## src/bilinear_grid_interpolator_unit_macros.svh

```systemverilog
// Assertion macros used by the bilinear grid interpolator back end.
`ifndef BILINEAR_GRID_INTERPOLATOR_UNIT_MACROS_SVH
`define BILINEAR_GRID_INTERPOLATOR_UNIT_MACROS_SVH

// Same-cycle implication, checked on clk and held off during reset.
`define BGI_ASSERT_IMP(lbl, ante, cons, msg) \
	lbl: assert property (@(posedge clk) disable iff (!arst_n) (ante) |-> (cons)) \
		else $error(msg);

// Next-cycle implication, checked on clk and held off during reset.
`define BGI_ASSERT_NEXT(lbl, ante, cons, msg) \
	lbl: assert property (@(posedge clk) disable iff (!arst_n) (ante) |=> (cons)) \
		else $error(msg);

`endif

```

## src/bgi_pkg.sv

```systemverilog
// Types and constants of the bilinear grid interpolator.
package bgi_pkg;

	localparam int VAL_W     = 32;
	localparam int CFG_W     = 7;
	localparam int CNT_W     = 11;
	localparam int IDX_W     = 6;
	localparam int TYPE_W    = 2;
	localparam int DVD_W     = 49;
	localparam int DVS_W     = 33;
	localparam int DIV_STEPS = 4;
	localparam int DIV_CYCLES = (DVD_W + DIV_STEPS - 1) / DIV_STEPS;
	localparam int DIV_PAD_W = DIV_CYCLES * DIV_STEPS;
	localparam int CHUNK_W   = 11;
	localparam int CHUNKS    = DVS_W / CHUNK_W;
	localparam int ACC_W     = DVD_W + DVS_W;
	localparam int PP_W      = DVD_W + CHUNK_W;
	localparam int QUEUE_DEPTH = 2;

	localparam logic [ACC_W-1:0] PROD_LIM = ACC_W'(1) << 62;
	localparam logic signed [VAL_W-1:0] VAL_MAX = 32'sh7fff_ffff;
	localparam logic signed [VAL_W-1:0] VAL_MIN = 32'sh8000_0000;

	typedef enum logic [TYPE_W-1:0] {
		REQ_LOAD_X    = 2'd0,
		REQ_LOAD_Y    = 2'd1,
		REQ_LOAD_GRID = 2'd2,
		REQ_QUERY     = 2'd3
	} req_kind_t;

	typedef enum logic [0:0] {
		CFG_X_POINTS = 1'b0,
		CFG_Y_POINTS = 1'b1
	} cfg_index_t;

	typedef enum logic [1:0] {
		STEP_X_LO = 2'd0,
		STEP_X_HI = 2'd1,
		STEP_Y    = 2'd2
	} lin_step_t;

	typedef enum logic [3:0] {
		ST_IDLE,
		ST_XS_RD,
		ST_XS_CMP,
		ST_YS_RD,
		ST_YS_CMP,
		ST_FETCH,
		ST_FETCH_WAIT,
		ST_LSETUP,
		ST_DIV,
		ST_MUL,
		ST_FIN,
		ST_OUT
	} back_state_t;

	typedef struct packed {
		req_kind_t                 kind;
		logic                      idx_ok;
		logic [IDX_W-1:0]          col;
		logic [IDX_W-1:0]          row;
		logic signed [VAL_W-1:0]   value;
		logic signed [VAL_W-1:0]   qx;
		logic signed [VAL_W-1:0]   qy;
	} bgi_item_t;

	typedef struct packed {
		logic             start;
		logic [DVD_W-1:0] dividend;
		logic [DVS_W-1:0] divisor;
	} div_req_t;

	typedef struct packed {
		logic             done;
		logic [DVD_W-1:0] quotient;
	} div_rsp_t;

endpackage

```

## src/bgi_div.sv

```systemverilog
// Shared unsigned divider: restoring, DIV_STEPS quotient bits per cycle while busy.
module bgi_div import bgi_pkg::*; (
	input  logic     clk,
	input  logic     arst_n,
	input  div_req_t div_req,
	output div_rsp_t div_rsp
);
	localparam int CNT_DW = $clog2(DIV_CYCLES + 1);

	logic                  busy_q, done_q;
	logic [CNT_DW-1:0]     cnt_q;
	logic [DVS_W:0]        rem_q;
	logic [DIV_PAD_W-1:0]  dvd_q, quo_q;
	logic [DVS_W-1:0]      dvs_q;
	logic [DVS_W:0]        rem_c;
	logic [DIV_PAD_W-1:0]  dvd_c, quo_c;

	always_comb begin
		rem_c = rem_q;
		dvd_c = dvd_q;
		quo_c = quo_q;
		for (int i = 0; i < DIV_STEPS; i++) begin
			rem_c = {rem_c[DVS_W-1:0], dvd_c[DIV_PAD_W-1]};
			dvd_c = {dvd_c[DIV_PAD_W-2:0], 1'b0};
			if (rem_c >= {1'b0, dvs_q}) begin
				rem_c = rem_c - {1'b0, dvs_q};
				quo_c = {quo_c[DIV_PAD_W-2:0], 1'b1};
			end else begin
				quo_c = {quo_c[DIV_PAD_W-2:0], 1'b0};
			end
		end
	end

	always_ff @(posedge clk) begin
		if (div_req.start) begin
			rem_q <= '0;
			dvd_q <= DIV_PAD_W'(div_req.dividend);
			quo_q <= '0;
			dvs_q <= div_req.divisor;
		end else if (busy_q) begin
			rem_q <= rem_c;
			dvd_q <= dvd_c;
			quo_q <= quo_c;
		end
	end

	always_ff @(posedge clk or negedge arst_n) begin
		if (!arst_n) begin
			busy_q <= 1'b0;
			done_q <= 1'b0;
			cnt_q  <= '0;
		end else begin
			done_q <= 1'b0;
			if (div_req.start) begin
				busy_q <= 1'b1;
				cnt_q  <= '0;
			end else if (busy_q) begin
				cnt_q <= cnt_q + 1'b1;
				if (cnt_q == CNT_DW'(DIV_CYCLES - 1)) begin
					busy_q <= 1'b0;
					done_q <= 1'b1;
				end
			end
		end
	end

	assign div_rsp.done     = done_q;
	assign div_rsp.quotient = quo_q[DVD_W-1:0];

endmodule

```

## config.mk

```make
export PLATFORM = sky130hd
export DESIGN_NAME = bgi_div
export DESIGN_NICKNAME = d
export VERILOG_FILES = /design/src/bilinear_grid_interpolator_unit_macros.svh /design/src/bgi_pkg.sv /design/src/bgi_div.sv
export SDC_FILE = /design/constraint.sdc
export NUM_CORES = 1
export LEC_CHECK = 0
export ABC_AREA = 1
export BUFFER_PORTS_ARGS = -buffer_cell sky130_fd_sc_hd__buf_2
export CAP_MARGIN = 20
export CORE_ASPECT_RATIO = 2
export CORE_UTILIZATION = 67
export CTS_CLUSTER_DIAMETER = 200
export DETAILED_ROUTE_END_ITERATION = 16
export PLACE_DENSITY = 0.87
export SLEW_MARGIN = 20
export SYNTH_ARGS = -nofsm -noshare
export SYNTH_HDL_FRONTEND = slang
export SYNTH_SLANG_ARGS = --single-unit
```

## constraint.sdc

```tcl
create_clock -name clk -period 17.6 [get_ports clk]
set_clock_uncertainty 0.15 [all_clocks]
set_input_delay 1.76 -clock clk [delete_from_list [all_inputs] [get_ports clk]]
set_output_delay 1.76 -clock clk [all_outputs]
set_load 0.01 [all_outputs]
```

# After elaboration in Yosys (flattened, before gate mapping)
# Cells that the tools add are included.
# W data, S select, Z words.
# totals
mem_bits_ro	0
ramBits	0
reg_bits	173
latch_bits	0
out_inout_bits	50
mem_count	0
wordCells	37
# classes
multipliers	0
order_cmp	4
n_bitwise	0
addsub	5
eq_ne	1
n_mux	18
reduce_logical	1
div_mod_pow	0
n_shift	0
# op_table
op	n
$ge A34 B33 Y1	4
$mux W33	4
$sub A33 B33 Y33	4
$mux W49	2
$mux W1	10
$mux W4	2
$add A4 B1 Y4 const B	1
$eq A4 B4 Y1 const B	1
$reduce_bool A2 Y1	1

# Depth between registers and ports, before layout
# logic_depth
depth_word	8
ltp_mapped	73
ltp_nobuf	69

# Least setup slack after synthesis
# Ideal clock, no wire load.
# synth_timing
path_kind	reg2reg
startpoint	register dvs_q[0]
endpoint	register rem_q[24]
required_time_ps	17337
setup_slack_ps	9676
arrival_time_ps	7661
period_less_slack_ps	7924
path_stages_with_launch	66
setup_time_ps	113
n_path_buf	5
path_cell_list	edfxtp_1 -> ha_1 -> inv_1 -> fa_1 -> nand3_1 -> nand3_1 -> nand2_1 -> nand3_2 -> nand2_2 -> nand2_4 -> clkbuf_2 -> o21ai_0 -> inv_1 -> fa_1 -> inv_1 -> nand3_1 -> nand3_1 -> nand2_1 -> [... 30 more ...] -> o21ai_1 -> inv_1 -> ha_1 -> a21oi_1 -> o21ai_0 -> a21oi_1 -> nor2_1 -> nor4_1 -> nand2_1 -> nand2_1 -> nand3_1 -> a21oi_1 -> nand3_4 -> inv_4 -> buf_6 -> nand2_1 -> nand3_1 -> nand2_1
# synth_between
elab_chain_len	8
word_cells_on_any_way	12
classes_between	add/sub: 4; order compare: 4; mux: 4
# synth_rtl
item	line_no	text
start: declaration	bgi_div.sv:14	logic [DVS_W-1:0] dvs_q;
start signal: assignment	bgi_div.sv:39	dvs_q <= div_req.divisor;
$sub A33 B33 Y33 or $ge A34 B33 Y1 (tied branches)	bgi_div.sv:26, bgi_div.sv:25	
$mux W33	bgi_div.sv:25	if (rem_c >= {1'b0, dvs_q}) begin
$sub A33 B33 Y33 or $ge A34 B33 Y1 (tied branches)	bgi_div.sv:26, bgi_div.sv:25	
$mux W33	bgi_div.sv:25	
$sub A33 B33 Y33 or $ge A34 B33 Y1 (tied branches)	bgi_div.sv:26, bgi_div.sv:25	
$mux W33	bgi_div.sv:25	
$sub A33 B33 Y33 or $ge A34 B33 Y1 (tied branches)	bgi_div.sv:26, bgi_div.sv:25	
$mux W33 (*)	bgi_div.sv:25	
end signal: assignment	bgi_div.sv:41	rem_q <= rem_c;
end: declaration	bgi_div.sv:12	logic [DVS_W:0] rem_q;
# Every way passes the cells marked *; elsewhere a longest branch is shown, timed or not.
# A chain may end at the register's enable or synchronous reset.

# Final worst setup path
# layout_timing
startpoint	register dvs_q[4]
endpoint	register rem_q[28]
# Same word-level chain as after synthesis.

==> flow_summary_export.csv <==
group,metric,value,unit
clock_tree,post_cts.repair.setup_buffers,0,
synthesis,synth_xor_xnor_area_share,6.09,%
routing,via_per_inst,5.99,
clock_tree,clkTransAtPathRegs,0.08,ns
critical_path,worstReg2RegEnd,"rem_q[28]",
clock_tree,cts-root-buf,"clkbuf_16",
synthesis,async_flop_share,3.47,%
global_route,overflow,0,
synthesis,synthFlopType,"dfxtp_1",
timing,tightest_slew,1.09,ns
floorplanning,ios,135,
critical_path,cp.arrival,12.47,ns
worst_hold_path,hp-start,"quo_q[46]",
clock_tree,cts_resized,0,
final_layout,fill_cells,1892,
synthesis,synth_compound_area_share,15.4,%
global_route,grt_antenna_before_repair,0,
critical_path,crit_path_end_kind,"flip-flop",
critical_path,worst-r2r-cell-count,62,
clock_tree,clock-sinks,173,
global_route,grt_pass1_wl,83400,um
timing,fin_crit_sh,69.7,%
synthesis,syn_area,15500,um^2
critical_path,cpMostUsedCell,"nand2_1",
routing,drt_iter0_markers,1512,
critical_path,r2r-start,"dvs_q[4]",
routing,drc,0,
placed_design,port_buffers,134,
timing,setup_viol,0,
final_layout,nets,2598,
routing,wire_per_inst,20.0,um
timing,worst_slack,5.34,ns
synthesis,avgSynthCellArea,6.71,um^2
flow_run,drv_cap,0,
timing,final-hold-violation-count,0,
final_layout,instances_no_fill,2668,
worst_hold_path,hp-class,"reg -> reg",
synthesis,synth.area.top_cells,"nand2_1 18%, edfxtp_1 16%, dfxtp_1 11%, ha_1 11%, inv_1 7.1%",
final_layout,drive_gt1_share,9.05,%
floorplanning,die_y,217,um
clock_tree,cts_tree,"yes",
critical_path,cp.required,17.81,ns
status,status,"finished clean",
timing,drv_slew,0,
final_layout,antennaDiodeCount,0,
synthesis,synth_edf_count,82,
worst_hold_path,whs_endpoint,"quo_q[46]",
final_layout,layout-area-overhead-vs-synth,6.65,%
floorplanning,rows,78,
placed_design,hpwl,40800,um
synthesis,yosys.area_share.simple,28.0,%
critical_path,r2r_setup_slack,5.34,ns
synthesis,yosysUniqueCellTypes,50,
floorplanning,dieArea,23800,um^2
synthesis,ys_seq_elements,173,
synthesis,syn_nets,2540,
placed_design,placed_cells,2636,
critical_path,crit_type,"reg -> reg",
synthesis,muxShareOfSynthArea,0,%
global_route,grt_pass1_vias,16000,
critical_path,cp_max_fo,59,
routing,first_pass_iters,5,
clock_tree,htreeDepth,4,
timing,rsz0062_at_grt,"no",
synthesis,yosys_warnings,0,
synthesis,synth_cells,2317,
critical_path,setup.worst_path.start,"dvs_q[4]",
final_layout,multi_input_area,9450,um^2
worst_hold_path,hold_depth,2,
routing,num_vias,16000,
synthesis,synth_top_family_by_area,"simple AND/OR/NAND/NOR gates",
timing,fmax,81.5,MHz
clock_tree,cts_buffer_depth,2,
clock_tree,cts_buffers,17,
floorplanning,start_util,68.3,%
timing,fin_crit,12.26,ns
critical_path,startpoint_type,"flip-flop",
synthesis,ys_seq_area_share,27.8,%
synthesis,netlist.top_cell.by_area,"nand2_1",
placed_design,dp_slack,5.97,ns
placed_design,globalplace.congestion,1.09,
routing,routed_wl,53400,um
critical_path,cp_slowest_cell,"nor2_1",
synthesis,synthAdderAreaFrac,11.3,%
timing,max_slew_margin,27.5,%
clock_tree,clk_latency,0.47,ns
critical_path,slowest_delay,0.52,ns
floorplanning,die_w,110,um
floorplanning,core_area,22700,um^2
global_route,grt_max_degree,96,
final_layout,ff_latch_area,4310,um^2
timing,tns,0,ns
routing,ant_nets,0,
clock_tree,cts_hold_repair.buffers,0,
synthesis,synth_top_area_share,18.2,%
global_route,grt.total_usage,47.5,%
==> cell usage after synthesis, types with 5 or more instances <==
cell,n
xnor2_1,63
edfxtp_1,82
a21boi_0,5
a21o_1,23
xor2_1,45
nor2_2,5
nand2_2,6
inv_2,5
a31oi_1,12
buf_1,5
buf_4,52
or2_2,11
nand4_1,18
nand2_1,753
buf_6,7
nor4_1,8
o21ai_0,127
nand3_1,90
ha_1,134
dfxtp_1,85
a21oi_1,156
nor2_1,136
o22ai_1,43
inv_1,293
o21bai_1,15
nor3_1,16
buf_2,11
o21ai_1,38
dfrtp_1,6
clkbuf_1,24
==> logic make-up (layout without fill, tap and decap cells) <==
group,count (synthesis),in the layout
flops,173,173
xor+xnor,108,108
simple gates,1063,1063
fa+ha+maj,138,138
compound gates,434,434
buf+inv,401,472
==> state kept, by name (all words and copies together), names as in the netlist <==
name	cells
busy_q	1
cnt_q	4
done_q	1
dvd_q	52
dvs_q	33
quo_q	49
rem_q	33
==> metal layers <==
layer | vias up | wire [um] | global-route usage [%]
li1 | 7653 | - | -
met1 | 7159 | 17600 | 47.1
met2 | 858 | 25200 | 75.2
met3 | 309 | 4930 | 16.5
met4 | 0 | 5770 | 45.7
met5 | - | 0 | 0
==> worst max-delay path, delay by kind of cell (launching register included) <==
family | cells | cell delay (ns)
compound gates | 9 | 2.42
fa+ha+maj | 4 | 1.74
buf+inv | 11 | 2.18
flops | 1 | 0.33
simple gates | 38 | 5.19
==> final cells by class <==
type	count	area share, %
multi-input cells	1743	57.1
flip-flops and latches	173	26.0
inverters	300	6.83
repair buffers	140	4.33
clock buffers	18	2.65
well taps	280	2.11
clock inverters	14	0.982
==> layout by cell type, fill, tap and decap left out, types with 17 or more instances in the layout <==
cell / count
o21ai_0: 127
dfxtp_1: 85
nor2_1: 134
clkbuf_16: 17
a21oi_1: 156
xnor2_1: 63
nand3_1: 90
a21o_1: 23
edfxtp_1: 82
xor2_1: 45
inv_1: 292
ha_1: 134
nand4_1: 18
o21ai_1: 38
buf_2: 133
nand2_1: 753
o22ai_1: 43
==> stage by stage <==
step / util (%) / cell area (um^2) / hold slack, ns
after global placement: 70.2 / 16000 / 0.284
after floorplan: - / 15500 / 0.272
after CTS: 72.9 / 16600 / 0.321
after global routing: 72.9 / 16600 / 0.343
final: 72.9 / 16600 / 0.322
after detailed placement: 70.2 / 16000 / 0.303
==> how the worst max path moves through the flow <==
stage | to | slack, ns | cells past startpoint
2_1_floorplan | rem_q[24] | 9.68 | 65
3_3_place_gp | rem_q[23] | 6.22 | 61
3_5_place_dp | rem_q[23] | 5.97 | 62
4_1_cts | rem_q[23] | 5.90 | 62
5_1_grt | rem_q[23] | 4.36 | 60
6_report | rem_q[28] | 5.34 | 62
Power is left out: the tool's default activity adds up to more than one toggle a clock period on the data nets, which glitch-free logic cannot reach.
